--- config.mk ---
export PLATFORM = sky130hd
export DESIGN_NAME = smss_front
export DESIGN_NICKNAME = d
export VERILOG_FILES = /design/src/hw/rtl/sample_mean_stderror_stats_defines.svh /design/src/hw/rtl/smss_pkg.sv /design/src/hw/rtl/smss_front.sv
export SDC_FILE = /design/constraint.sdc
export NUM_CORES = 2
export LEC_CHECK = 0
export ABC_CLOCK_PERIOD_IN_PS = 17450
export BUFFER_PORTS_ARGS = -buffer_cell sky130_fd_sc_hd__buf_2
export CAP_MARGIN = 15
export CELL_PAD_IN_SITES_DETAIL_PLACEMENT = 1
export CELL_PAD_IN_SITES_GLOBAL_PLACEMENT = 1
export CORE_MARGIN = 2
export CORE_UTILIZATION = 51
export CTS_BUF_LIST = sky130_fd_sc_hd__clkbuf_4 sky130_fd_sc_hd__clkbuf_8 sky130_fd_sc_hd__clkbuf_16
export DETAILED_ROUTE_END_ITERATION = 8
export GPL_TIMING_DRIVEN = 0
export PLACE_DENSITY = 0.86
export SYNTH_ARGS = -nofsm -noshare
export SYNTH_HDL_FRONTEND = slang
export SYNTH_SLANG_ARGS = --single-unit
--- constraint.sdc ---
create_clock -name clk -period 17.45 [get_ports clk]
set_input_delay 2.6175 -clock clk [delete_from_list [all_inputs] [get_ports clk]]
set_output_delay 2.6175 -clock clk [all_outputs]
set_load 0.02 [all_outputs]
--- src/hw/rtl/sample_mean_stderror_stats_defines.svh ---
// Assertion macros for the per-point statistics block.
`ifndef SAMPLE_MEAN_STDERROR_STATS_DEFINES_SVH
`define SAMPLE_MEAN_STDERROR_STATS_DEFINES_SVH
`ifndef NO_ASSERTIONS
// Same-cycle implication, checked outside reset.
`define SMSS_ASSERT_IMPL(label, clk, rst_n, ante, cons) \
	label: assert property (@(posedge clk) disable iff (!rst_n) (ante) |-> (cons)) \
		else $error("assertion failed");
// Next-cycle implication, checked outside reset.
`define SMSS_ASSERT_NEXT(label, clk, rst_n, ante, cons) \
	label: assert property (@(posedge clk) disable iff (!rst_n) (ante) |=> (cons)) \
		else $error("assertion failed");
`else
`define SMSS_ASSERT_IMPL(label, clk, rst_n, ante, cons)
`define SMSS_ASSERT_NEXT(label, clk, rst_n, ante, cons)
`endif
`endif

--- src/hw/rtl/smss_pkg.sv ---
`default_nettype none
package smss_pkg;
	localparam int SAMPLE_BITS_DEF = 24;
	localparam int MAX_SAMPLES_DEF = 50;
	localparam int CNT_W = 6;
	localparam int OUT_W = 24;
	localparam int STE_W = 23;
	localparam int PF_W = 24;
	localparam int ADDR_W = 3;
	localparam int OTDATA_W = 96;
	localparam logic [PF_W-1:0] PF_RESET = 24'd65536;
	localparam logic [OUT_W-1:0] OUT_MAX = 24'h7FFFFF;
	localparam logic [OUT_W-1:0] OUT_MIN = 24'h800000;
	localparam logic [STE_W-1:0] STE_MAX = 23'h7FFFFF;
	// Register index of perturb_fraction (paddr[2]).
	localparam logic REG_PERTURB = 1'b0;
	// Flag positions in m_tuser.
	localparam int TU_COUNT_FAULT = 0;
	localparam int TU_DIVIDE_FAULT = 1;

	// Status of the point queue.
	typedef struct packed {
		logic empty;
		logic full;
	} q_status_t;

	// Saturate a sign and magnitude value to a signed 24-bit result.
	function automatic logic [OUT_W-1:0] sat_out(input logic neg, input logic [63:0] mag);
		logic [OUT_W-1:0] r;
		if (neg) begin
			if (mag > 64'd8388608)
				r = OUT_MIN;
			else
				r = OUT_W'(~mag + 64'd1);
		end else begin
			if (mag > 64'd8388607)
				r = OUT_MAX;
			else
				r = mag[OUT_W-1:0];
		end
		return r;
	endfunction
endpackage
`default_nettype wire

--- src/hw/rtl/smss_front.sv ---
`default_nettype none
module smss_front #(
	parameter int SAMPLE_BITS = smss_pkg::SAMPLE_BITS_DEF,
	parameter int MAX_SAMPLES = smss_pkg::MAX_SAMPLES_DEF
) (
	input  wire logic clk,
	input  wire logic arst_n,
	input  wire logic s_tvalid,
	output logic s_tready,
	input  wire logic [SAMPLE_BITS-1:0] sample,
	input  wire logic last_sample,
	input  wire smss_pkg::q_status_t qstat,
	output logic push,
	output logic [SAMPLE_BITS+5:0] e_sum,
	output logic [2*SAMPLE_BITS+5:0] e_sq,
	output logic [smss_pkg::CNT_W-1:0] e_cnt,
	output logic e_fault
);
	localparam int SUMW = SAMPLE_BITS + 6;
	localparam int SQW = 2 * SAMPLE_BITS + 6;

	logic signed [SUMW-1:0] sum_q;
	logic [SQW-1:0] sq_q;
	logic [smss_pkg::CNT_W-1:0] seen_q;
	logic ovf_q;
	logic accept, take;
	logic signed [2*SAMPLE_BITS-1:0] prod;

	assign s_tready = !qstat.full;
	assign accept = s_tvalid && s_tready;
	assign push = accept && last_sample;
	assign take = seen_q < smss_pkg::CNT_W'(MAX_SAMPLES);
	assign prod = $signed(sample) * $signed(sample);

	// Next running totals, including the sample being taken.
	always_comb begin
		e_sum = sum_q;
		e_sq = sq_q;
		e_cnt = seen_q;
		if (take) begin
			e_sum = sum_q + SUMW'($signed(sample));
			e_sq = sq_q + SQW'(prod);
			e_cnt = seen_q + smss_pkg::CNT_W'(1);
		end
		e_fault = ovf_q || !take || (e_cnt < smss_pkg::CNT_W'(2));
	end

	// Accumulators; a closing item hands the point over and clears them.
	always_ff @(posedge clk or negedge arst_n) begin
		if (!arst_n) begin
			sum_q <= '0;
			sq_q <= '0;
			seen_q <= '0;
			ovf_q <= 1'b0;
		end else if (accept) begin
			if (last_sample) begin
				sum_q <= '0;
				sq_q <= '0;
				seen_q <= '0;
				ovf_q <= 1'b0;
			end else begin
				sum_q <= e_sum;
				sq_q <= e_sq;
				seen_q <= e_cnt;
				ovf_q <= ovf_q || !take;
			end
		end
	end
endmodule
`default_nettype wire

==> results.tsv <==
metric	value	unit
Initial DRT Pass Iterations	6	
clock-pin slew of the registers on the worst-case setup and hold paths	0.07	ns
Synth Instances	3091	
Via density	6.08	
Core ar.	53700	um2
Avg Cell Area, Syn	8.94	um2
period utilization	0.977	
Clock Latency Late Sink	0.37	ns
# DRC	0	
cell mode on critical path	fa_1	
CTS root buf	clkbuf_16	
syn nets	3909	
max cap viols	0	
CTS Sinks	91	
worst setup path class	input port to output pin	
Post-synth EDFFs	0	
worst path arrival time	14.44	ns
CP peak stage delay	0.78	ns
post-synthesis sequential area ratio	0.0824	
element type at the critical path end	output pin	
TritonCTS clock tree	done	
total die area	56100	um2
final setup fails	0	
hpwl dp	86400	um
clk_skew	0.0112	ns
GRT Overall Usage	0.378	
fin util	0.548	
Synth async-reset ratio	1.00	
final net count	4041	
area delta synth->final	6.53	%
grt total ovfl	0	
setup TNS	0	ns
Synth area leaders	fa_1 40%, ha_1 11%, inv_1 9.4%	
slowest CP cell	clkbuf_1	
top_reg_cell synth	dfrtp_1	
vias after detailed routing	23905	
Yosys cell types	73	
H-tree levels	3	
unrepaired setup endpoints after global routing	no	
CP Launch Type	input port	
leading area contributor after synthesis	fa_1	
vias in the first global route	27307	
layout cells sized above 1	0.0496	
final antenna-violating net count	0	
top cell type's share of synthesized area	0.403	
Hold Crit Class	flop to flop	
Placer Congestion	0.988	
Max Fclk	58.6	MHz
Initial Util	0.515	
Post-Route WL	103000	um
worst slew pin tran	1.09	ns
first-pass GRT wire length	160000	um
Site Rows	85	
port bufs	120	
final hold vios	0	
per-cell routed wire length	26.3	um
Min Clock Period, post-route	17.06	ns
Final Max Tran Viols	0	
initial antenna violation count	6	
WP data required	14.83	ns
IO Pins	123	
status	complete, no violations	
Synth Warn #	0	
Critical Path Fanout Max	10	
Rel. slew slack	0.269	
Max Root-Sink Buffers	2	
largest net degree at the start of global routing	64	
Num CTS Buffers	9	
Chip Height	237	um
Post-Syn Area	27600	um2
number of synthesized register bits	91	
Die W	237	um
Post-CTS Hold Fix Bufs	0	
drt initial violations	1541	
worst max-delay path: cells and delay by family:
kind / cells / cell delay (ns)
xor gates and xnor gates: 1 / 0.18
AOI/OAI and AO/OA: 15 / 3.74
muxes: 1 / 0.20
and+or+nand+nor: 4 / 0.97
adders and majority gates: 9 / 4.40
buffers and inverters: 10 / 2.31
synth_stat cells (all sizes together) (4+ instances only):
cell and instances:
inv 690, fa 556, nand2 311, ha 232, a21oi 135, o21ai 134, nor2 109, and2 106
clkbuf 106, dfrtp 91, xnor2 91, a21o 69, a22o 61, xor2 45, nor2b 34, nand3 28
nor3 27, nand2b 23, a31oi 21, o21a 21, and3 17, o21bai 15, o221ai 15, nand4 14
o211ai 11, o31ai 11, a211oi 9, o2111ai 8, a211o 7, a21boi 7, a31o 7, or2 6
or3 5, a2111oi 4, a221oi 4, a311oi 4, buf 4, mux2i 4, nor3b 4, nor4 4
or4 4
cells in the final DEF (no fill, tap or decap), types with 105 or more instances in the layout:
| cell | instances |
|---|---|
| ha_1 | 232 |
| nor2_1 | 109 |
| inv_1 | 690 |
| clkbuf_1 | 105 |
| o21ai_0 | 134 |
| buf_2 | 119 |
| a21oi_1 | 135 |
| nand2_1 | 311 |
| and2_1 | 106 |
| fa_1 | 556 |
path summary, 6_finish.rpt:
check                            from       end  slack (ns)  cells after the start
max                        sample[22]  e_sq[53]        0.39                     40
min                             ovf_q     ovf_q        0.51                      2
max reg2reg                  sq_q[10]  sq_q[50]       13.42                     11
min reg2reg                     ovf_q     ovf_q        0.51                      2
max in group asynchronous      arst_n  sum_q[7]       14.53                      2
min in group asynchronous      arst_n  sq_q[15]        2.19                      1
cell families after synthesis:
logic type                 Yosys count  synth area share
DFF                                 91            0.0824
buffers and inverters              801             0.109
and+or+nand+nor                    700             0.119
xor gates and xnor gates           136            0.0431
AOI/OAI and AO/OA                  568             0.136
muxes                                7           0.00267
adders and majority gates          788             0.508
final cells by class:
type	instances	area [um2]
repair buffers	121	631
inverters	691	2590
multi-input cells	2199	22400
clock inverters	2	10.0
clock buffers	13	274
well taps	696	871
fillers	6437	24300
diodes	6	15.0
plain buffers	110	414
flip-flops and latches	91	2280
state kept, by name, summed over array words and instances, names as in the netlist:
signal and cells:
ovf_q 1, sum_q 30, seen_q 6, sq_q 54
through the flow:
stage	instance area, um2	std cells	worst slack [ns]	hold WS [ns]
after floorplan	27600	3091	3.36	0.463
after global placement	29100	3907	0.939	0.481
after detailed placement	29100	3908	0.576	0.495
after CTS	29400	3923	0.536	0.510
after global routing	29400	3923	0.00805	0.543
final	29400	3929	0.393	0.507
per-layer routing:
| metal | track usage | part of all wire |
|---|---|---|
| met5 | 0 | 0.00015 |
| met4 | 0.235 | 0.073 |
| met3 | 0.0757 | 0.082 |
| met2 | 0.628 | 0.48 |
| met1 | 0.454 | 0.37 |
timing repair:
action,4_1_cts,5_1_grt
setup endpoints to repair,0,2
gates resized for setup,0,1
setup buffers,0,0
Power is left out: the tool's default activity adds up to more than one toggle a clock period on the data nets, which glitch-free logic cannot reach.
