File: src/hw/rtl/sample_mean_stderror_stats_defines.svh
// Assertion macros for the per-point statistics block.
`ifndef SAMPLE_MEAN_STDERROR_STATS_DEFINES_SVH
`define SAMPLE_MEAN_STDERROR_STATS_DEFINES_SVH
`ifndef NO_ASSERTIONS
// Same-cycle implication, checked outside reset.
`define SMSS_ASSERT_IMPL(label, clk, rst_n, ante, cons) \
	label: assert property (@(posedge clk) disable iff (!rst_n) (ante) |-> (cons)) \
		else $error("assertion failed");
// Next-cycle implication, checked outside reset.
`define SMSS_ASSERT_NEXT(label, clk, rst_n, ante, cons) \
	label: assert property (@(posedge clk) disable iff (!rst_n) (ante) |=> (cons)) \
		else $error("assertion failed");
`else
`define SMSS_ASSERT_IMPL(label, clk, rst_n, ante, cons)
`define SMSS_ASSERT_NEXT(label, clk, rst_n, ante, cons)
`endif
`endif

File: src/hw/rtl/smss_pkg.sv
`default_nettype none
package smss_pkg;
	localparam int SAMPLE_BITS_DEF = 24;
	localparam int MAX_SAMPLES_DEF = 50;
	localparam int CNT_W = 6;
	localparam int OUT_W = 24;
	localparam int STE_W = 23;
	localparam int PF_W = 24;
	localparam int ADDR_W = 3;
	localparam int OTDATA_W = 96;
	localparam logic [PF_W-1:0] PF_RESET = 24'd65536;
	localparam logic [OUT_W-1:0] OUT_MAX = 24'h7FFFFF;
	localparam logic [OUT_W-1:0] OUT_MIN = 24'h800000;
	localparam logic [STE_W-1:0] STE_MAX = 23'h7FFFFF;
	// Register index of perturb_fraction (paddr[2]).
	localparam logic REG_PERTURB = 1'b0;
	// Flag positions in m_tuser.
	localparam int TU_COUNT_FAULT = 0;
	localparam int TU_DIVIDE_FAULT = 1;

	// Status of the point queue.
	typedef struct packed {
		logic empty;
		logic full;
	} q_status_t;

	// Saturate a sign and magnitude value to a signed 24-bit result.
	function automatic logic [OUT_W-1:0] sat_out(input logic neg, input logic [63:0] mag);
		logic [OUT_W-1:0] r;
		if (neg) begin
			if (mag > 64'd8388608)
				r = OUT_MIN;
			else
				r = OUT_W'(~mag + 64'd1);
		end else begin
			if (mag > 64'd8388607)
				r = OUT_MAX;
			else
				r = mag[OUT_W-1:0];
		end
		return r;
	endfunction
endpackage
`default_nettype wire

File: src/hw/rtl/smss_queue.sv
`default_nettype none
module smss_queue #(
	parameter int W = 8
) (
	input  wire logic clk,
	input  wire logic arst_n,
	input  wire logic push,
	input  wire logic [W-1:0] din,
	input  wire logic pop,
	output logic [W-1:0] dout,
	output smss_pkg::q_status_t qstat
);
	logic [W-1:0] ent_q [2];
	logic wr_q, rd_q;
	logic [1:0] cnt_q;

	assign dout = ent_q[rd_q];
	assign qstat.empty = (cnt_q == 2'd0);
	assign qstat.full = (cnt_q == 2'd2);

	// Two-entry queue of closed points.
	always_ff @(posedge clk) begin
		if (push)
			ent_q[wr_q] <= din;
	end

	always_ff @(posedge clk or negedge arst_n) begin
		if (!arst_n) begin
			wr_q <= 1'b0;
			rd_q <= 1'b0;
			cnt_q <= '0;
		end else begin
			if (push)
				wr_q <= !wr_q;
			if (pop)
				rd_q <= !rd_q;
			cnt_q <= cnt_q + 2'(push) - 2'(pop);
		end
	end
endmodule
`default_nettype wire

File: config.mk
export PLATFORM = sky130hd
export DESIGN_NAME = smss_queue
export DESIGN_NICKNAME = d
export VERILOG_FILES = /design/src/hw/rtl/sample_mean_stderror_stats_defines.svh /design/src/hw/rtl/smss_pkg.sv /design/src/hw/rtl/smss_queue.sv
export SDC_FILE = /design/constraint.sdc
export NUM_CORES = 1
export LEC_CHECK = 0
export BUFFER_PORTS_ARGS = -buffer_cell sky130_fd_sc_hd__buf_4
export CAP_MARGIN = 10
export CORE_MARGIN = 10
export CORE_UTILIZATION = 30
export CTS_CLUSTER_DIAMETER = 120
export CTS_CLUSTER_SIZE = 28
export DETAILED_ROUTE_END_ITERATION = 10
export RECOVER_POWER = 50
export SLEW_MARGIN = 20
export SYNTH_ARGS = -nofsm -noshare
export SYNTH_HDL_FRONTEND = slang
export SYNTH_SLANG_ARGS = --single-unit
File: constraint.sdc
create_clock -name clk -period 1.6 [get_ports clk]
set_input_delay 0.08 -clock clk [delete_from_list [all_inputs] [get_ports clk]]
set_output_delay 0.08 -clock clk [all_outputs]
set_load 0.02 [all_outputs]
==> results of run 1 <==
[routing by layer]
metal | vias to the layer above | wire (um)
met1 | 201 | 600
li1 | 217 | -
met5 | - | 0
met4 | 0 | 15
met3 | 2 | 155
met2 | 19 | 633
[state kept, by name, indices dropped and copies added, names as in the netlist]
| signal | cells |
|---|---|
| wr_q | 1 |
| ent_q | 16 |
| rd_q | 1 |
| cnt_q | 2 |
[timing repair]
item                                    in CTS  in global routing
hold buffers                                11                  0
hold endpoints to repair                    22                  0
endpoints found under the setup margin       8                  0
resized for setup                            1                  0
[final cells by class]
class                      instances  area, um2  area share [%]
multi-input combinational         17        209            18.1
sequential                        20        582            50.5
tap                               30       37.5            3.26
timing repair buffer              33        264            22.9
clock inverter                     1       30.0            2.61
clock buffer                       3       22.5            1.95
inverter                           2       7.51           0.651
[metrics by stage]
step	utilization, %	cells
global placement	39.6	91
CTS	46.1	106
floorplan	-	40
detailed placement	39.6	91
global route	45.7	106
finish	45.7	106
[where the power goes]
part	internal (mW)	total, mW	switching, mW
combinational	0.393	0.698	0.304
clock	0.253	0.410	0.156
sequential	0.710	0.825	0.115
total	1.36	1.93	0.576
[synthesized netlist by cell type, drive strengths merged]
cell	n	area [um2]
edfxtp	16	480
mux2	8	120
dfrtp	4	100
ha	2	25.0
inv	2	7.51
nor2b	2	12.5
xor2	2	17.5
and2	1	6.26
buf	1	11.3
nor2	1	3.75
xor3	1	23.8
[worst paths after layout]
path	end	cells past startpoint	from	slack [ps]
worst max-delay path	cnt_q[1]$_DFF_PN0_	6	pop	160
worst min-delay path	wr_q$_DFFE_PN0P_	2	arst_n	120
worst max register to register	cnt_q[1]$_DFF_PN0_	5	cnt_q[0]$_DFF_PN0_	190
worst min register to register	wr_q$_DFFE_PN0P_	1	wr_q$_DFFE_PN0P_	490
max in group asynchronous	rd_q$_DFFE_PN0P_	2	arst_n	1270
min in group clk	rd_q$_DFFE_PN0P_	3	pop	490
[cell families (layout without fill, tap and decap cells)]
family	Yosys count	in the layout	synth area share (%)
xor gates and xnor gates	3	3	5.11
and+or+nand+nor	4	4	2.79
buffers and inverters	3	39	2.32
muxes	8	8	14.9
adders and majority gates	2	2	3.10
DFF	20	20	71.8
==> key figures, run 1 <==
Outcome
  – Status: finished, final reports clean

Floorplanning
  – DIE AREA: 0.00517 mm2
  – IO Pins: 22
  – Rows: 18
  – Die Y: just over 70 um
  – Die W: 71.9 um
  – Core region area: 0.00252 mm2
  – Starting density of the core: 32.0%

Power
  – Power Density: approximately 1700 mW/mm2
  – Power, Total: 1.93 mW
  – VDD IR max: 1.10 mV
  – Lkg Pwr: just under 0.5 nW

Cells and area
  – Filler cells: 240
  – Area Overhead vs Synth: 42.6%
  – Layout cell share with drive strength beyond 1: 42.1%
  – ANT cells: 0
  – Commonest non-fill, non-tap cell in the layout: edfxtp_1
  – Final instance area: about 0.0012 mm2
  – Nets: 91
  – Most frequent cells in the layout: edfxtp_1, buf_4, dlygate4sd3_1, clkbuf_4, mux2_4

Detailed routing
  – Post-route DRC: 0
  – Vias: ~440
  – Routed wire length: around 1400 um
  – Detailed-route wire length per cell: 13.2 um
  – Vias/cell: 4.14
  – Drt pass-1 iters: 2
  – Initial DRC count: 10
  – Detail Route Antenna Nets: 0

Setup path
  – CP dominant cell by count: ha_1
  – Startpoint types: input port
  – Slowest stage cell on the critical path: dlygate4sd3_1
  – CP Max Fanout: 2
  – Buf+Inv Stages, Crit Path: 3
  – Crit path cell chain: dlygate4sd3_1 -> buf_4 -> ha_1 -> inv_1 -> ha_1 -> xor3_1
  – Largest stage delay, worst path: 530 ps
  – Worst Setup End Kind: register
  – Worst EP required: 1790 ps
  – Crit Path Class: in -> reg
  – CP delay by family, top: buffers and inverters
  – Critical path arrival: 1630 ps

Timing
  – Crit share post-route: around nine tenths
  – Slew headroom: between 70% and 80%
  – Final setup vio count: 0
  – Least-Margin Pin Slew: between 300 and 400 ps
  – Hold WS: 116 ps
  – Clock Skews: 7.10 ps
  – RSZ-0062 raised after global routing: no
  – Pins over their slew limit: 0
  – Min Clock Period, post-route: 1440 ps
  – Max Freq: 0.692 GHz
  – Setup TNS Final: 0 ps
  – Final Hold Viols: 0
  – Final worst slack: about 160 ps

Synth
  – Yosys warns: 0
  – Mean Syn Cell Area: just over 20 um2
  – Mapped Cells: 40
  – Post-Syn Nets: 54
  – Sequential fraction of the synthesis area: 71.8%
  – Synth cell types: 11
  – Register bit count reported by yosys: 20
  – Synth Cell Area: between 800 and 900 um2

Global route
  – Initial antenna violation count: 0
  – Layer with the highest usage: met2
  – GRT Resource Usage Total: 5.98%
  – Global Route met3 Usage: under 10%
  – Met2 usage: 9.71%
  – GR Util met1: ~5.6%
  – Vias in the first global route: 507
  – First-pass GRT wire length: 2370 um
  – GR Overflow Total: 0
  – Pin count of the biggest net entering global routing: 13

Placement
  – Post-DP Area: 1000 um2
  – HPWL after DPL: 1010 um
  – Input/output buffers: 21
  – RePlAce Congestion: 0.608
  – Worst slack at placement: ~220 ps

CTS
  – H-tree levels: 1
  – Postcts setup bufs: 0
  – CTS tree: yes
  – Longest Clk Path Bufs: 2
  – Clock Tree Root: clkbuf_4
  – Inserted Clock Buffers: 3
  – Insertion delay to the later sink of the worst-skew pair: 310 ps
  – CTS Sinks: 20
  – Clk pin slew, worst setup/hold paths: 110 ps

Worst hold path
  – Hold Path Class: in -> async

Flow run
  – Number of max-cap violations: 0
Power figures use the tool's default switching activity.
==> run 2: changes to the inputs <==
--- a/config.mk
+++ b/config.mk
@@ -9,6 +9,7 @@
 export CAP_MARGIN = 10
 export CORE_MARGIN = 10
 export CORE_UTILIZATION = 30
+export CTS_BUF_LIST = sky130_fd_sc_hd__clkbuf_16
 export CTS_CLUSTER_DIAMETER = 120
 export CTS_CLUSTER_SIZE = 28
 export DETAILED_ROUTE_END_ITERATION = 10
==> key figures, run 2 (synthesis gave the netlist of run 1 again) <==
Outcome
  – Status: finished, final reports clean

Setup path
  – Buf+Inv Stages, Crit Path: 1
  – Worst Setup End Kind: primary output
  – Crit Path Class: reg -> out
  – Startpoint types: register
  – Largest stage delay, worst path: around 690 ps
  – Critical path arrival: 1440 ps
  – CP delay by family, top: flip-flops
  – Crit path cell chain: mux2_4 -> buf_4
  – Slowest stage cell on the critical path: dfrtp_1
  – Worst EP required: 1520 ps
  – CP Max Fanout: 9

CTS
  – Insertion delay to the later sink of the worst-skew pair: roughly 250 ps
  – H-tree levels: 1
  – Clock Tree Root: clkbuf_16
  – CTS tree: yes
  – Clk pin slew, worst setup/hold paths: 50 ps
  – CTS Sinks: 20
  – Longest Clk Path Bufs: 2
  – Quantity of gates resized following cts: 0
  – Hold_buf cts: 1
  – Inserted Clock Buffers: 3
  – Postcts setup bufs: 0

Global route
  – Initial antenna violation count: 0
  – Pin count of the biggest net entering global routing: 13
  – Vias in the first global route: 478
  – GRT Resource Usage Total: 5.47%
  – GR Overflow Total: 0
  – First-pass GRT wire length: 2170 um

Timing
  – Least-Margin Pin Slew: 555 ps
  – Final setup vio count: 0
  – Clock Skews: about 5.6 ps
  – Final Hold Viols: 0
  – Max Freq: 0.656 GHz
  – Slew headroom: a little over three fifths
  – RSZ-0062 raised after global routing: no
  – Crit share post-route: 95.3%
  – Min Clock Period, post-route: 1520 ps
  – Setup TNS Final: 0 ps
  – Pins over their slew limit: 0

Detailed routing
  – Detail Route Antenna Nets: 0
  – Routed wire length: 1310 um
  – Initial DRC count: 11
  – Vias/cell: 4.25
  – Vias: around 400
  – Detailed-route wire length per cell: 13.7 um
  – Post-route DRC: 0
  – Drt pass-1 iters: 2

Cells and area
  – Largest registers: ent_q: 16 flops, cnt_q: 2 flops
  – Most frequent cells in the layout: edfxtp_1, buf_4, mux2_4, clkbuf_1
  – Max reg flops: 16
  – ANT cells: 0
  – Commonest non-fill, non-tap cell in the layout: edfxtp_1
  – Area Overhead vs Synth: 35.1%
  – Finished Core Util: 43.3%
  – Register with the highest flop count: ent_q
  – Nets: 81
  – Layout cell share with drive strength beyond 1: a little over two fifths

Power
  – Lkg Pwr: 0.460 nW
  – Power Density: roughly 2000 mW/mm2
  – VDD IR max: ~1.1 mV
  – Power, Total: ~2.2 mW

Placement
  – RePlAce Congestion: 0.608
  – HPWL after DPL: 1010 um
  – Input/output buffers: 21

Floorplanning
  – IO Pins: 22
  – Starting density of the core: 32.0%
  – Core region area: ~0.0025 mm2
  – Die Y: ~72 um
  – Die W: 71.9 um
  – DIE AREA: 0.00517 mm2
  – Rows: 18

Flow run
  – Number of max-cap violations: 0

Worst hold path
  – Hold Path Class: in -> reg
-- run 2: changes by cell type in the layout (fill, tap and decap cells not counted) --
| cell | change |
|---|---|
| clkbuf_1 | +3 |
| clkbuf_16 | +3 |
| clkbuf_4 | -6 |
| dfrtp_1 | +1 |
| dfrtp_2 | -1 |
| dlygate4sd3_1 | -10 |
-- run 2: final cells by class --
type | count | area, um2
Tap cell | 30 | 37.5
Sequential cell | 20 | 581
Timing Repair Buffer | 23 | 153
Clock buffer | 3 | 75.1
Fill cell | 234 | 1430
Clock inverter | 1 | 30.0
Multi-Input combinational cell | 17 | 209
Inverter | 2 | 7.51
-- run 2: path summary, 6_finish.rpt --
check	from	to	slack [ps]	depth (start not counted)
setup reg to reg	cnt_q[0]$_DFF_PN0_	cnt_q[1]$_DFF_PN0_	230	5
hold reg to reg	wr_q$_DFFE_PN0P_	wr_q$_DFFE_PN0P_	490	1
max in group asynchronous	arst_n	cnt_q[1]$_DFF_PN0_	1220	2
setup / recovery	rd_q$_DFFE_PN0P_	dout[3]	80	2
hold / removal	pop	rd_q$_DFFE_PN0P_	10	2
min in group asynchronous	arst_n	wr_q$_DFFE_PN0P_	190	2
-- run 2: layer usage --
layer	track usage, %	vias to the layer above	routed length [um]
met5	0	-	0
met4	2.58	0	0
met3	3.95	0	143
met2	8.43	20	564
met1	5.46	191	604
li1	-	197	-
-- run 2: metrics by stage --
stage | setup WS (ps) | hold WS [ps] | instances | area (um2)
2_1_floorplan | 287 | -216 | 40 | 808
3_3_place_gp | 275 | -120 | 91 | 1000
3_5_place_dp | 219 | -119 | 91 | 1000
4_1_cts | 58.0 | 8.15 | 96 | 1110
5_1_grt | 13.4 | 7.34 | 96 | 1090
6_report | 75.2 | 12.7 | 96 | 1090
-- run 2: power by group --
part / total (mW) / internal, mW / switching [mW]
Clock: 0.674 / 0.496 / 0.179
Combinational: 0.671 / 0.375 / 0.295
Sequential: 0.824 / 0.709 / 0.115
==> run 3: changes to the inputs <==
--- a/config.mk
+++ b/config.mk
@@ -13,6 +13,7 @@
 export CTS_CLUSTER_DIAMETER = 120
 export CTS_CLUSTER_SIZE = 28
 export DETAILED_ROUTE_END_ITERATION = 10
+export MAX_ROUTING_LAYER = met4
 export RECOVER_POWER = 50
 export SLEW_MARGIN = 20
 export SYNTH_ARGS = -nofsm -noshare
==> key figures, run 3 (synthesis gave the netlist of run 1 again) <==
Setup path
  – Worst Setup End Kind: primary output
  – R2R Path Start: cnt_q[0]$_DFF_PN0_
  – Startpoint types: register
  – Critical path arrival: 1450 ps
  – RR Endpoint: cnt_q[1]$_DFF_PN0_
  – Worst EP required: 1520 ps
  – Worst R2R Setup Slack: 230 ps
  – Reg2Reg Depth: 5
  – Crit Path Class: reg -> out
  – CP Max Fanout: 9

Global route
  – Pin count of the biggest net entering global routing: 13
  – GRT Resource Usage Total: 5.63%
  – Vias in the first global route: 478
  – First-pass GRT wire length: 2170 um
  – GR Overflow Total: 0
  – Initial antenna violation count: 0

CTS
  – Clk pin slew, worst setup/hold paths: approximately 50 ps
  – CTS tree: yes
  – Clock Tree Root: clkbuf_16
  – Longest Clk Path Bufs: 2
  – CTS Sinks: 20
  – Inserted Clock Buffers: 3
  – H-tree levels: 1
  – Insertion delay to the later sink of the worst-skew pair: ~250 ps
  – Quantity of gates resized following cts: 0

Cells and area
  – Most frequent cells in the layout: edfxtp_1, buf_4, mux2_4, clkbuf_1
  – Finished Layout Cells: 96
  – Register with the highest flop count: ent_q
  – Layout cell share with drive strength beyond 1: a little over two fifths
  – Max reg flops: 16
  – Area Overhead vs Synth: 35.1%
  – Largest registers: ent_q: 16 flops, cnt_q: 2 flops
  – Nets: 81
  – ANT cells: 0
  – Final instance area: 0.00109 mm2
  – Commonest non-fill, non-tap cell in the layout: edfxtp_1
  – Filler cells: 234

Timing
  – Pins over their slew limit: 0
  – Final Hold Viols: 0
  – Least-Margin Pin Slew: 558 ps
  – Clock Skews: 5.42 ps
  – RSZ-0062 raised after global routing: no
  – Setup TNS Final: 0 ps
  – Crit share post-route: a little over nine tenths
  – Slew headroom: 62.8%
  – Final worst slack: 73.7 ps
  – Min Clock Period, post-route: 1530 ps
  – Final setup vio count: 0
  – Max Freq: 0.655 GHz

Power
  – Lkg Pwr: 0.460 nW
  – Power, Total: 2.17 mW
  – VDD IR max: roughly 1.1 mV
  – Power Density: approximately 2000 mW/mm2

Floorplanning
  – IO Pins: 22
  – Die Y: 71.9 um
  – Rows: 18
  – Starting density of the core: about a third
  – DIE AREA: 0.00517 mm2
  – Die W: 71.9 um
  – Core region area: 0.00252 mm2

Placement
  – RePlAce Congestion: about 0.61
  – # placed instances: 91
  – Post-DP Area: 1000 um2
  – Worst slack at placement: 219 ps
  – HPWL after DPL: 1010 um
  – Input/output buffers: 21

Worst hold path
  – Hold Path Class: in -> reg
  – HP Start: pop
  – Hold-critical path depth: 2
  – Hold Path Sink: rd_q$_DFFE_PN0P_

Detailed routing
  – Routed wire length: roughly 1300 um
  – Vias/cell: 4.25
  – Vias: 408
  – Detail Route Antenna Nets: 0
  – Post-route DRC: 0
  – Initial DRC count: 11
  – Drt pass-1 iters: 2
  – Detailed-route wire length per cell: 13.7 um

Outcome
  – Status: finished, final reports clean

Flow run
  – Number of max-cap violations: 0
==> run 3: repair_timing <==
action / in CTS / in global routing
setup buffers: 0 / 0
hold buffers: 1 / 0
hold endpoints to repair: 4 / 0
==> run 3: layout make-up <==
type	instances	area [um2]	area share, %
clock buffers	3	75.1	6.87
clock inverters	1	30.0	2.75
inverters	2	7.51	0.687
multi-input cells	17	209	19.1
flip-flops and latches	20	581	53.1
well taps	30	37.5	3.44
repair buffers	23	153	14.0
==> run 3: how the worst max path moves through the flow <==
stage	slack, ps	from	to	cells after the start
final	70	rd_q$_DFFE_PN0P_	dout[3]	2
after global routing	10	rd_q$_DFFE_PN0P_	dout[3]	2
after CTS	60	rd_q$_DFFE_PN0P_	dout[3]	2
after detailed placement	220	cnt_q[0]$_DFF_PN0_	cnt_q[1]$_DFF_PN0_	5
after global placement	280	cnt_q[0]$_DFF_PN0_	cnt_q[1]$_DFF_PN0_	5
after floorplan	290	cnt_q[0]$_DFF_PN0_	cnt_q[1]$_DFF_PN0_	5
==> run 3: report_power, final <==
group,internal [mW],switching [mW]
combinational,0.375,0.295
sequential,0.709,0.115
clock,0.496,0.178
total,1.58,0.589
==> run 3: metrics by stage <==
stage	util, %	hold slack (ps)
CTS	44.2	8.15
global route	43.3	7.34
floorplan	-	-216
detailed placement	39.6	-119
finish	43.3	13.8
global placement	39.6	-120
==> run 3: critical path, cell delays in order, from the launching register on <==
cell	delay (ps)
dfrtp_1	690
mux2_4	350
buf_4	160
==> run 3: metal layers <==
layer	track usage, %	vias up	wire [um]
met1	5.62	191	625
met2	8.43	20	563
met4	2.58	0	0
met5	-	-	0
met3	3.67	0	125
li1	-	197	-
